==> src/rtl/core/brf_pkg.sv <==
`default_nettype none
package brf_pkg;

  localparam int NODES     = 16;
  localparam int MAX_LINKS = 128;
  localparam int NODE_AW   = $clog2(NODES);
  localparam int NCNT_W    = $clog2(NODES + 1);
  localparam int LINK_AW   = $clog2(MAX_LINKS);
  localparam int LCNT_W    = $clog2(MAX_LINKS + 1);
  localparam int LINK_W    = 28;
  localparam logic [6:0] NODE_COUNT_RST = 7'd16;

  localparam logic [1:0] REQ_ADD     = 2'd0;
  localparam logic [1:0] REQ_REMOVE  = 2'd1;
  localparam logic [1:0] REQ_COMPUTE = 2'd2;

  localparam logic [2:0] ST_OK        = 3'd0;
  localparam logic [2:0] ST_NOT_FOUND = 3'd1;
  localparam logic [2:0] ST_FULL      = 3'd2;
  localparam logic [2:0] ST_BAD_NODE  = 3'd3;
  localparam logic [2:0] ST_NEG_CYCLE = 3'd4;

  typedef struct packed {
    logic [1:0]         req_type;
    logic [5:0]         node_a;
    logic [5:0]         node_b;
    logic signed [15:0] link_cost;
  } brf_req_t;

  typedef struct packed {
    logic [2:0]         status;
    logic [5:0]         dest;
    logic               reachable;
    logic               is_local;
    logic signed [31:0] route_cost;
    logic [5:0]         next_hop;
    logic               last;
  } brf_res_t;

  typedef enum logic [3:0] {
    S_IDLE, S_DEC, S_ADD0, S_ADD1, S_RM_RD, S_RM_CHK, S_BF_INIT, S_E0, S_E1,
    S_E2, S_E3, S_CHK, S_EM_RD, S_EM_DEC, S_WALK, S_EMIT
  } brf_state_e;

  typedef struct packed {
    logic       latch;
    logic       add_wr0;
    logic       add_wr1;
    logic       idx_clr;
    logic       rm_step;
    logic       rm_commit;
    logic       bf_init;
    logic       e1;
    logic       e2;
    logic       e3;
    logic       edge_skip;
    logic       pass_next;
    logic       em_init;
    logic       walk_init;
    logic       walk_step;
    logic       emit_row;
    logic       emit_stat;
    logic [2:0] stat_code;
  } brf_cmd_t;

  typedef struct packed {
    logic [1:0] req_type;
    logic       bad;
    logic       full;
    logic       i_end;
    logic       skip;
    logic       chk;
    logic       neg;
    logic       walk_need;
    logic       walk_fin;
    logic       d_last;
    logic       found;
  } brf_sts_t;

endpackage
`default_nettype wire

==> src/rtl/core/brf_ctrl.sv <==
`default_nettype none
module brf_ctrl (
  input  wire logic              clk_i,
  input  wire logic              rst_ni,
  input  wire logic              start_i,
  output logic                   busy_o,
  input  wire brf_pkg::brf_sts_t sts_i,
  output brf_pkg::brf_cmd_t      cmd_o
);
  import brf_pkg::*;

  brf_state_e state_q, state_d;

  always_ff @(posedge clk_i or negedge rst_ni) begin
    if (!rst_ni) begin
      state_q <= S_IDLE;
    end else begin
      state_q <= state_d;
    end
  end

  assign busy_o = (state_q != S_IDLE);

  always_comb begin
    state_d = state_q;
    cmd_o   = '0;
    case (state_q)
      S_IDLE: begin
        if (start_i) begin
          cmd_o.latch = 1'b1;
          state_d     = S_DEC;
        end
      end
      S_DEC: begin
        case (sts_i.req_type)
          REQ_ADD: begin
            if (sts_i.bad) begin
              cmd_o.emit_stat = 1'b1;
              cmd_o.stat_code = ST_BAD_NODE;
              state_d         = S_IDLE;
            end else if (sts_i.full) begin
              cmd_o.emit_stat = 1'b1;
              cmd_o.stat_code = ST_FULL;
              state_d         = S_IDLE;
            end else begin
              state_d = S_ADD0;
            end
          end
          REQ_REMOVE: begin
            if (sts_i.bad) begin
              cmd_o.emit_stat = 1'b1;
              cmd_o.stat_code = ST_BAD_NODE;
              state_d         = S_IDLE;
            end else begin
              cmd_o.idx_clr = 1'b1;
              state_d       = S_RM_RD;
            end
          end
          REQ_COMPUTE: begin
            if (sts_i.bad) begin
              cmd_o.emit_stat = 1'b1;
              cmd_o.stat_code = ST_BAD_NODE;
              state_d         = S_IDLE;
            end else begin
              state_d = S_BF_INIT;
            end
          end
          default: state_d = S_IDLE;
        endcase
      end
      S_ADD0: begin
        cmd_o.add_wr0 = 1'b1;
        state_d       = S_ADD1;
      end
      S_ADD1: begin
        cmd_o.add_wr1   = 1'b1;
        cmd_o.emit_stat = 1'b1;
        cmd_o.stat_code = ST_OK;
        state_d         = S_IDLE;
      end
      S_RM_RD: begin
        if (sts_i.i_end) begin
          cmd_o.rm_commit = 1'b1;
          cmd_o.emit_stat = 1'b1;
          cmd_o.stat_code = sts_i.found ? ST_OK : ST_NOT_FOUND;
          state_d         = S_IDLE;
        end else begin
          state_d = S_RM_CHK;
        end
      end
      S_RM_CHK: begin
        cmd_o.rm_step = 1'b1;
        state_d       = S_RM_RD;
      end
      S_BF_INIT: begin
        cmd_o.bf_init = 1'b1;
        state_d       = S_E0;
      end
      S_E0: begin
        // end of pass: go on to the next pass or finish the check pass
        if (sts_i.i_end) begin
          if (sts_i.chk) begin
            state_d = S_CHK;
          end else begin
            cmd_o.pass_next = 1'b1;
          end
        end else begin
          state_d = S_E1;
        end
      end
      S_E1: begin
        if (sts_i.skip) begin
          cmd_o.edge_skip = 1'b1;
          state_d         = S_E0;
        end else begin
          cmd_o.e1 = 1'b1;
          state_d  = S_E2;
        end
      end
      S_E2: begin
        cmd_o.e2 = 1'b1;
        state_d  = S_E3;
      end
      S_E3: begin
        cmd_o.e3 = 1'b1;
        state_d  = S_E0;
      end
      S_CHK: begin
        if (sts_i.neg) begin
          cmd_o.emit_stat = 1'b1;
          cmd_o.stat_code = ST_NEG_CYCLE;
          state_d         = S_IDLE;
        end else begin
          cmd_o.em_init = 1'b1;
          state_d       = S_EM_RD;
        end
      end
      S_EM_RD: begin
        cmd_o.walk_init = 1'b1;
        state_d         = S_EM_DEC;
      end
      S_EM_DEC: begin
        state_d = sts_i.walk_need ? S_WALK : S_EMIT;
      end
      S_WALK: begin
        cmd_o.walk_step = 1'b1;
        if (sts_i.walk_fin) begin
          state_d = S_EMIT;
        end
      end
      S_EMIT: begin
        cmd_o.emit_row = 1'b1;
        state_d        = sts_i.d_last ? S_IDLE : S_EM_RD;
      end
      default: state_d = S_IDLE;
    endcase
  end

endmodule
`default_nettype wire

==> src/rtl/core/brf_dp.sv <==
`default_nettype none
module brf_dp (
  input  wire logic              clk_i,
  input  wire logic              rst_ni,
  input  wire brf_pkg::brf_req_t req_i,
  input  wire logic              cfg_we_i,
  input  wire logic [6:0]        cfg_data_i,
  input  wire brf_pkg::brf_cmd_t cmd_i,
  output brf_pkg::brf_sts_t      sts_o,
  output logic                   res_valid_o,
  output brf_pkg::brf_res_t      res_o
);
  import brf_pkg::*;

  logic [6:0]          cfg_q;
  logic [NCNT_W-1:0]   n_eff, n_q;
  logic [1:0]          type_q;
  logic [5:0]          a_q, b_q;
  logic signed [15:0]  cost_q;

  logic [LCNT_W-1:0]   entries_q, i_q, k_q;
  logic                found_q;
  logic [LINK_W-1:0]   lt_mem [MAX_LINKS];
  logic [LINK_W-1:0]   lt_rdata_q;
  logic [5:0]          l_from, l_to;
  logic signed [15:0]  l_cost;
  logic                hit;

  logic [31:0]         dist_mem [NODES];
  logic signed [31:0]  dist_rdata_q;
  logic [NODE_AW-1:0]  dist_raddr;
  logic [NODES-1:0]    valid_q;
  logic [NODE_AW-1:0]  parent_q [NODES];

  logic [NCNT_W-1:0]   pass_q;
  logic                chk_q, neg_q;
  logic [NODE_AW-1:0]  eu_q, ev_q;
  logic signed [15:0]  ecost_q;
  logic signed [31:0]  cand_q;
  logic signed [32:0]  sum;
  logic signed [31:0]  sat_sum;
  logic                better;

  logic [NODE_AW-1:0]  d_q, cur_q, hop_q;
  logic [NCNT_W-1:0]   steps_q;
  logic [NODE_AW-1:0]  par;
  logic                d_local;

  logic                res_valid_q;
  brf_res_t            res_q;

  // clamp the router count to 1..NODES
  always_comb begin
    if (cfg_q == 7'd0) begin
      n_eff = NCNT_W'(1);
    end else if (cfg_q > 7'(NODES)) begin
      n_eff = NCNT_W'(NODES);
    end else begin
      n_eff = cfg_q[NCNT_W-1:0];
    end
  end

  always_ff @(posedge clk_i or negedge rst_ni) begin
    if (!rst_ni) begin
      cfg_q <= NODE_COUNT_RST;
    end else if (cfg_we_i) begin
      cfg_q <= cfg_data_i;
    end
  end

  assign l_from = lt_rdata_q[27:22];
  assign l_to   = lt_rdata_q[21:16];
  assign l_cost = lt_rdata_q[15:0];
  assign hit    = ((l_from == a_q) && (l_to == b_q)) || ((l_from == b_q) && (l_to == a_q));

  assign sum     = {dist_rdata_q[31], dist_rdata_q} + 33'(ecost_q);
  assign sat_sum = (sum[32] != sum[31]) ? (sum[32] ? 32'sh8000_0000 : 32'sh7FFF_FFFF)
                                        : sum[31:0];
  assign better  = !valid_q[ev_q] || (cand_q < dist_rdata_q);
  assign par     = parent_q[cur_q];
  assign d_local = ({2'b0, d_q} == a_q);

  always_comb begin
    if (cmd_i.e1) begin
      dist_raddr = l_from[NODE_AW-1:0];
    end else if (cmd_i.e2) begin
      dist_raddr = ev_q;
    end else begin
      dist_raddr = d_q;
    end
  end

  // link table: registered read at the scan index
  always_ff @(posedge clk_i) begin
    lt_rdata_q <= lt_mem[i_q[LINK_AW-1:0]];
    if (cmd_i.add_wr0) begin
      lt_mem[entries_q[LINK_AW-1:0]] <= {a_q, b_q, cost_q};
    end else if (cmd_i.add_wr1) begin
      lt_mem[LINK_AW'(entries_q + LCNT_W'(1))] <= {b_q, a_q, cost_q};
    end else if (cmd_i.rm_step && !hit) begin
      lt_mem[k_q[LINK_AW-1:0]] <= lt_rdata_q;
    end
  end

  always_ff @(posedge clk_i) begin
    dist_rdata_q <= dist_mem[dist_raddr];
    if (cmd_i.bf_init) begin
      dist_mem[a_q[NODE_AW-1:0]] <= '0;
    end else if (cmd_i.e3 && !chk_q && better) begin
      dist_mem[ev_q] <= cand_q;
    end
  end

  always_ff @(posedge clk_i) begin
    if (cmd_i.latch) begin
      type_q <= req_i.req_type;
      a_q    <= req_i.node_a;
      b_q    <= req_i.node_b;
      cost_q <= req_i.link_cost;
      n_q    <= n_eff;
    end
    if (cmd_i.e1) begin
      eu_q    <= l_from[NODE_AW-1:0];
      ev_q    <= l_to[NODE_AW-1:0];
      ecost_q <= l_cost;
    end
    if (cmd_i.e2) begin
      cand_q <= sat_sum;
    end
    for (int j = 0; j < NODES; j++) begin
      if (cmd_i.bf_init) begin
        parent_q[j] <= '0;
      end
    end
    if (cmd_i.e3 && !chk_q && better) begin
      parent_q[ev_q] <= eu_q;
    end
    if (cmd_i.em_init) begin
      d_q <= '0;
    end else if (cmd_i.emit_row) begin
      d_q <= NODE_AW'(d_q + NODE_AW'(1));
    end
    if (cmd_i.walk_init) begin
      cur_q   <= d_q;
      steps_q <= '0;
    end else if (cmd_i.walk_step) begin
      if ({2'b0, par} == a_q) begin
        hop_q <= cur_q;
      end else if (steps_q + NCNT_W'(1) == n_q) begin
        hop_q <= d_q;
      end else begin
        cur_q   <= par;
        steps_q <= NCNT_W'(steps_q + NCNT_W'(1));
      end
    end
  end

  always_ff @(posedge clk_i or negedge rst_ni) begin
    if (!rst_ni) begin
      entries_q   <= '0;
      i_q         <= '0;
      k_q         <= '0;
      found_q     <= 1'b0;
      valid_q     <= '0;
      pass_q      <= '0;
      chk_q       <= 1'b0;
      neg_q       <= 1'b0;
      res_valid_q <= 1'b0;
    end else begin
      res_valid_q <= cmd_i.emit_row || cmd_i.emit_stat;
      if (cmd_i.add_wr1) begin
        entries_q <= LCNT_W'(entries_q + LCNT_W'(2));
      end else if (cmd_i.rm_commit && found_q) begin
        entries_q <= k_q;
      end
      if (cmd_i.idx_clr || cmd_i.bf_init || cmd_i.pass_next) begin
        i_q <= '0;
      end else if (cmd_i.rm_step || cmd_i.e3 || cmd_i.edge_skip) begin
        i_q <= LCNT_W'(i_q + LCNT_W'(1));
      end
      if (cmd_i.idx_clr) begin
        k_q     <= '0;
        found_q <= 1'b0;
      end else if (cmd_i.rm_step) begin
        if (hit) begin
          found_q <= 1'b1;
        end else begin
          k_q <= LCNT_W'(k_q + LCNT_W'(1));
        end
      end
      if (cmd_i.bf_init) begin
        valid_q <= NODES'(1) << a_q[NODE_AW-1:0];
        pass_q  <= '0;
        chk_q   <= (n_q == NCNT_W'(1));
        neg_q   <= 1'b0;
      end else if (cmd_i.pass_next) begin
        pass_q <= NCNT_W'(pass_q + NCNT_W'(1));
        // last relaxing pass just ended: next one only checks
        if (pass_q + NCNT_W'(2) >= n_q) begin
          chk_q <= 1'b1;
        end
      end else if (cmd_i.e3) begin
        if (chk_q) begin
          neg_q <= neg_q | better;
        end else if (better) begin
          valid_q[ev_q] <= 1'b1;
        end
      end
    end
  end

  always_ff @(posedge clk_i) begin
    if (cmd_i.emit_stat) begin
      res_q <= '{status: cmd_i.stat_code, last: 1'b1, default: '0};
    end else if (cmd_i.emit_row) begin
      res_q.status     <= ST_OK;
      res_q.dest       <= 6'(d_q);
      res_q.reachable  <= valid_q[d_q];
      res_q.is_local   <= valid_q[d_q] && d_local;
      res_q.route_cost <= valid_q[d_q] ? dist_rdata_q : 32'sd0;
      res_q.next_hop   <= !valid_q[d_q] ? 6'd0 : (d_local ? a_q : 6'(hop_q));
      res_q.last       <= (d_q + NCNT_W'(1) == n_q);
    end
  end

  assign res_valid_o = res_valid_q;
  assign res_o       = res_q;

  always_comb begin
    sts_o.req_type  = type_q;
    sts_o.bad       = (a_q >= 6'(n_q)) || ((type_q != REQ_COMPUTE) && (b_q >= 6'(n_q)));
    sts_o.full      = (entries_q + LCNT_W'(2) > LCNT_W'(MAX_LINKS))
                      || (entries_q > LCNT_W'(MAX_LINKS - 2));
    sts_o.i_end     = (i_q >= entries_q);
    sts_o.skip      = (l_from >= 6'(n_q)) || (l_to >= 6'(n_q))
                      || !valid_q[l_from[NODE_AW-1:0]];
    sts_o.chk       = chk_q;
    sts_o.neg       = neg_q;
    sts_o.walk_need = valid_q[d_q] && !d_local;
    sts_o.walk_fin  = ({2'b0, par} == a_q) || (steps_q + NCNT_W'(1) == n_q);
    sts_o.d_last    = (d_q + NCNT_W'(1) == n_q);
    sts_o.found     = found_q;
  end

endmodule
`default_nettype wire

==> src/rtl/core/bellman_ford_routing_table.sv <==
// Channel  | Ports                               | Handshake
// request  | start_i, busy_o, req_i              | taken when start_i & !busy_o
// result   | res_valid_o, res_o                  | one-cycle strobe, no stall
// config   | cfg_we_i, cfg_data_i (node_count)   | written when cfg_we_i is high
//
// Add writes both directions of the link; remove scans every table entry. Compute runs
// n-1 relaxing passes plus a check pass, each over every link entry
// (link table read, then distance read of both ends through one port),
// then emits one routing row per router, after a next-hop walk where needed.
// Reset clears the link count and control; no clearing pass.
// Results are delivered one per strobe and cannot be held off.
`default_nettype none
module bellman_ford_routing_table (
  input  wire logic              clk_i,
  input  wire logic              rst_ni,
  input  wire logic              start_i,
  output logic                   busy_o,
  input  wire brf_pkg::brf_req_t req_i,
  input  wire logic              cfg_we_i,
  input  wire logic [6:0]        cfg_data_i,
  output logic                   res_valid_o,
  output brf_pkg::brf_res_t      res_o
);
  import brf_pkg::*;

  brf_cmd_t cmd;
  brf_sts_t sts;

  brf_ctrl u_ctrl (
    .clk_i   (clk_i),
    .rst_ni  (rst_ni),
    .start_i (start_i),
    .busy_o  (busy_o),
    .sts_i   (sts),
    .cmd_o   (cmd)
  );

  brf_dp u_dp (
    .clk_i       (clk_i),
    .rst_ni      (rst_ni),
    .req_i       (req_i),
    .cfg_we_i    (cfg_we_i),
    .cfg_data_i  (cfg_data_i),
    .cmd_i       (cmd),
    .sts_o       (sts),
    .res_valid_o (res_valid_o),
    .res_o       (res_o)
  );

endmodule
`default_nettype wire

==> config.mk <==
export PLATFORM = sky130hd
export DESIGN_NAME = bellman_ford_routing_table
export DESIGN_NICKNAME = d
export VERILOG_FILES = /design/src/rtl/core/brf_pkg.sv /design/src/rtl/core/brf_ctrl.sv /design/src/rtl/core/brf_dp.sv /design/src/rtl/core/bellman_ford_routing_table.sv
export SDC_FILE = /design/constraint.sdc
export NUM_CORES = 2
export LEC_CHECK = 0
export ABC_AREA = 1
export BUFFER_PORTS_ARGS = -buffer_cell sky130_fd_sc_hd__buf_2
export CAP_MARGIN = 20
export CELL_PAD_IN_SITES_DETAIL_PLACEMENT = 1
export CELL_PAD_IN_SITES_GLOBAL_PLACEMENT = 2
export CORE_MARGIN = 5
export CORE_UTILIZATION = 46
export CTS_BUF_LIST = sky130_fd_sc_hd__clkbuf_8
export CTS_CLUSTER_SIZE = 40
export DETAILED_ROUTE_END_ITERATION = 10
export GPL_ROUTABILITY_DRIVEN = 0
export PLACE_DENSITY = 0.91
export REMOVE_ABC_BUFFERS = 1
export SLEW_MARGIN = 0
export SYNTH_ARGS = -nofsm -noshare
export SYNTH_HDL_FRONTEND = slang
export SYNTH_MEMORY_MAX_BITS = 65536
export SYNTH_SLANG_ARGS = --single-unit
==> constraint.sdc <==
create_clock -name clk_i -period 10.8 [get_ports clk_i]
set_input_delay 1.08 -clock clk_i [delete_from_list [all_inputs] [get_ports clk_i]]
set_output_delay 1.08 -clock clk_i [all_outputs]
set_load 0.05 [all_outputs]
==> results.cfg <==
[synthesis]
syn-cell-area_um2 = 180200
synth.distinct_cells = 62
synth_seq_cells = 4440
synthTopCellsByArea = edfxtp_1 (71%), o21ai_0 (5.6%), nor2_1 (4.8%)
syn_area_per_cell_um2 = 12.27
async_flop_share_pct = 1.351
ys_seq_area_share_pct = 73.17
ys_warn_count = 0
synth_common_cells = edfxtp_1 (4,262), nor2_1 (2,290), o21ai_0 (2,003)
yosysMostFrequentCell = edfxtp_1
synth_enable_flop_cells = 4262
synthCells = 14685
synthFlopType = edfxtp_1
netlist.top_cell.by_area = edfxtp_1
synth_top_area_share_pct = 71.02

[hold_path]
min_path_type = input port to flip-flop
hold_depth = 1

[critical_path]
cp_slowest_cell = a31oi_1
crit_path_end_kind = flip-flop
cp_num_cells = 9
path_buf_inv = 3
cp_top_family = buffers and inverters
cp_common_cell = o21ai_0
crit_required_ns = 11.81
startpoint_type = flip-flop
slowest_delay_ns = 0.93
crit_chain = inv_8 > buf_12 > buf_4 > o21ai_0 > o221ai_1 > nand3_1 > a21oi_1 > o21ai_0 > a31oi_1
cp.arrival_ns = 6.74
critPathKind = flip-flop to flip-flop
reg2regPathDepth = 9
cp_max_fo = 157

[floorplan]
fp.dieH_um = 635.9
num_rows = 229
dieArea_um2 = 404400
boundaryPins = 93
die_width_um = 635.9
core_area_um2 = 389700
start_util_pct = 46.24

[cts]
cts_buffer_depth = 4
cts_root_buffer = clkbuf_8
clock_latency_ns = 1.24
cts_tree = built
htreeDepth = 6
numCtsBuffers = 707
path_clk_slew_ns = 0.07
clock_sinks = 4440

[place]
port_buffers = 90
place_hpwl_um = 356100

[global_routing]
grt_pass1_vias = 130758
overflow = 0
antenna_found_initial = 39
grt_max_degree = 216
grt_usage_pct = 28.81
grt_pass1_wl_um = 873000

[timing]
hold_viol = 0
rsz0062_at_grt = no
holdWs_ns = 0.1309
finalCritPeriodShare_pct = 53.01
fin_setup_tns_ns = 0
fmax_mhz = 174.7
min_period_ns = 5.725
slew-limit-headroom_pct = 17.18
maxSlewViolCount = 0
setup-violations-final = 0
fin_skew_ns = 0.07612
tightest_slew_ns = 1.242

[power_and_ir_drop]
ir_drop_mv = 0.2328
p_leak_nw = 68.75
powerDensity_nw_per_um2 = 237.0

[routing]
route.vias.total = 126998
first_pass_iters = 6
drtAntennaViolNets = 0
drc_errors = 0
initialDrtViolationCount = 16067
post_drt_wl_per_cell_um = 29.46
via_per_inst = 6.170
routed_wirelength_um = 606400

[layout]
drive_gt1_share_pct = 9.494
area_growth_pct = 11.21
nets = 14960
fillers = 39877

[status]
status = finished, final reports clean

[job]
maxCapViolations = 0
-- registers in the layout (all words and copies together) (netlist names), 6 cells and up, named ones only --
signal / count
u_dp.a_q: 6
u_dp.parent_q: 64
u_dp.valid_q: 16
u_dp.dist_rdata_q: 32
u_dp.dist_mem: 512
u_dp.res_o: 48
u_dp.lt_rdata_q: 28
u_dp.lt_mem: 3584
u_dp.cfg_q: 7
u_dp.cand_q: 32
u_dp.b_q: 6
u_dp.k_q: 8
u_dp.cost_q: 16
u_dp.ecost_q: 16
u_dp.entries_q: 8
u_dp.i_q: 8
-- placed cells by master, fill, tap and decap left out, types with 53 or more instances in the layout --
| master | count |
|---|---|
| clkinv_2 | 59 |
| dfxtp_1 | 118 |
| o211ai_1 | 125 |
| nor2_1 | 2142 |
| a31oi_1 | 60 |
| o21ai_0 | 1990 |
| edfxtp_1 | 4262 |
| a21oi_1 | 257 |
| nor2_4 | 143 |
| buf_2 | 90 |
| nand3_1 | 978 |
| buf_4 | 198 |
| o221ai_1 | 339 |
| dfrtp_1 | 53 |
| clkinv_1 | 125 |
| o22ai_1 | 556 |
| ha_1 | 110 |
| clkbuf_8 | 753 |
| nand2_1 | 1479 |
| inv_1 | 1112 |
-- power by group --
part	switching [mW]	internal, mW	total [mW]
Sequential	0.324	20.7	21.0
Combinational	10.4	2.67	13.1
Clock	6.89	6.58	13.5
Total	17.6	29.9	47.5
-- metal layers --
| layer | vias to the layer above | share of wire (%) | global-route usage (%) | routed length, um |
|---|---|---|---|---|
| met3 | 1556 | 9.4 | 5.812 | 57290 |
| li1 | 53615 | - | - | - |
| met2 | 7028 | 47 | 45.92 | 284400 |
| met5 | - | 0.082 | 0 | 498 |
| met1 | 64781 | 37 | 36.94 | 226700 |
| met4 | 18 | 6.2 | 16.40 | 37520 |
-- cell type report --
class                      instances  area (um^2)  area share, %
clock buffer                     751        10340          5.158
sequential                      4440       131900          65.80
timing repair buffer             353         3128          1.561
antenna                           17        42.54        0.02123
inverter                         858         3263          1.628
tap                             5197         6502          3.245
clock inverter                   518         2526          1.261
multi-input combinational       8448        42740          21.33
-- repair_timing --
action | 4_1_cts | 5_1_grt
hold buffers | 12 | 0
resized for setup | 0 | 0
endpoints found under the hold margin | 22 | 0
setup buffers | 0 | 0
-- metrics by stage --
stage	worst slack (ns)	instance area (um^2)	util (%)	instances	total power, mW
after floorplan	-155.09	176400	-	13746	27.36
after global placement	5.421	186700	47.91	19243	33.27
after detailed placement	5.357	186800	47.95	19254	33.89
after CTS	5.291	199800	51.28	20535	47.16
after global routing	4.921	200400	51.42	20567	48.99
final	5.075	200400	51.43	20582	47.50
-- cells by family (layout without fill, tap and decap cells) --
kind of cell | after synthesis | in the layout | share of synthesized area, %
adders and majority gates | 111 | 111 | 0.7749
and+or+nand+nor | 4867 | 4867 | 10.98
other | 1 | 19 | 0.002081
DFF | 4440 | 4440 | 73.17
xor gates and xnor gates | 60 | 60 | 0.2916
buffers and inverters | 1798 | 2480 | 3.891
muxes | 4 | 4 | 0.02499
AOI/OAI and AO/OA | 3404 | 3404 | 10.86
-- path summary, 6_finish.rpt --
| kind | slack (ns) | startpoint | to |
|---|---|---|---|
| setup / recovery | 5.08 | u_dp.i_q[0]$_DFFE_PN0P_ | u_dp.lt_rdata_q[19]$_DFF_P_ |
| hold / removal | 0.13 | req_i[17] | u_dp.b_q[1]$_DFFE_PP_ |
| setup reg to reg | 5.08 | u_dp.i_q[0]$_DFFE_PN0P_ | u_dp.lt_rdata_q[19]$_DFF_P_ |
| hold reg to reg | 0.44 | u_dp.lt_rdata_q[6]$_DFF_P_ | u_dp.ecost_q[6]$_DFFE_PP_ |
| max in group asynchronous | 9.35 | rst_ni | u_dp.i_q[0]$_DFFE_PN0P_ |
| min in group asynchronous | 0.24 | rst_ni | u_ctrl.state_q[3]$_DFFE_PN0P_ |
Power figures use the tool's default switching activity.
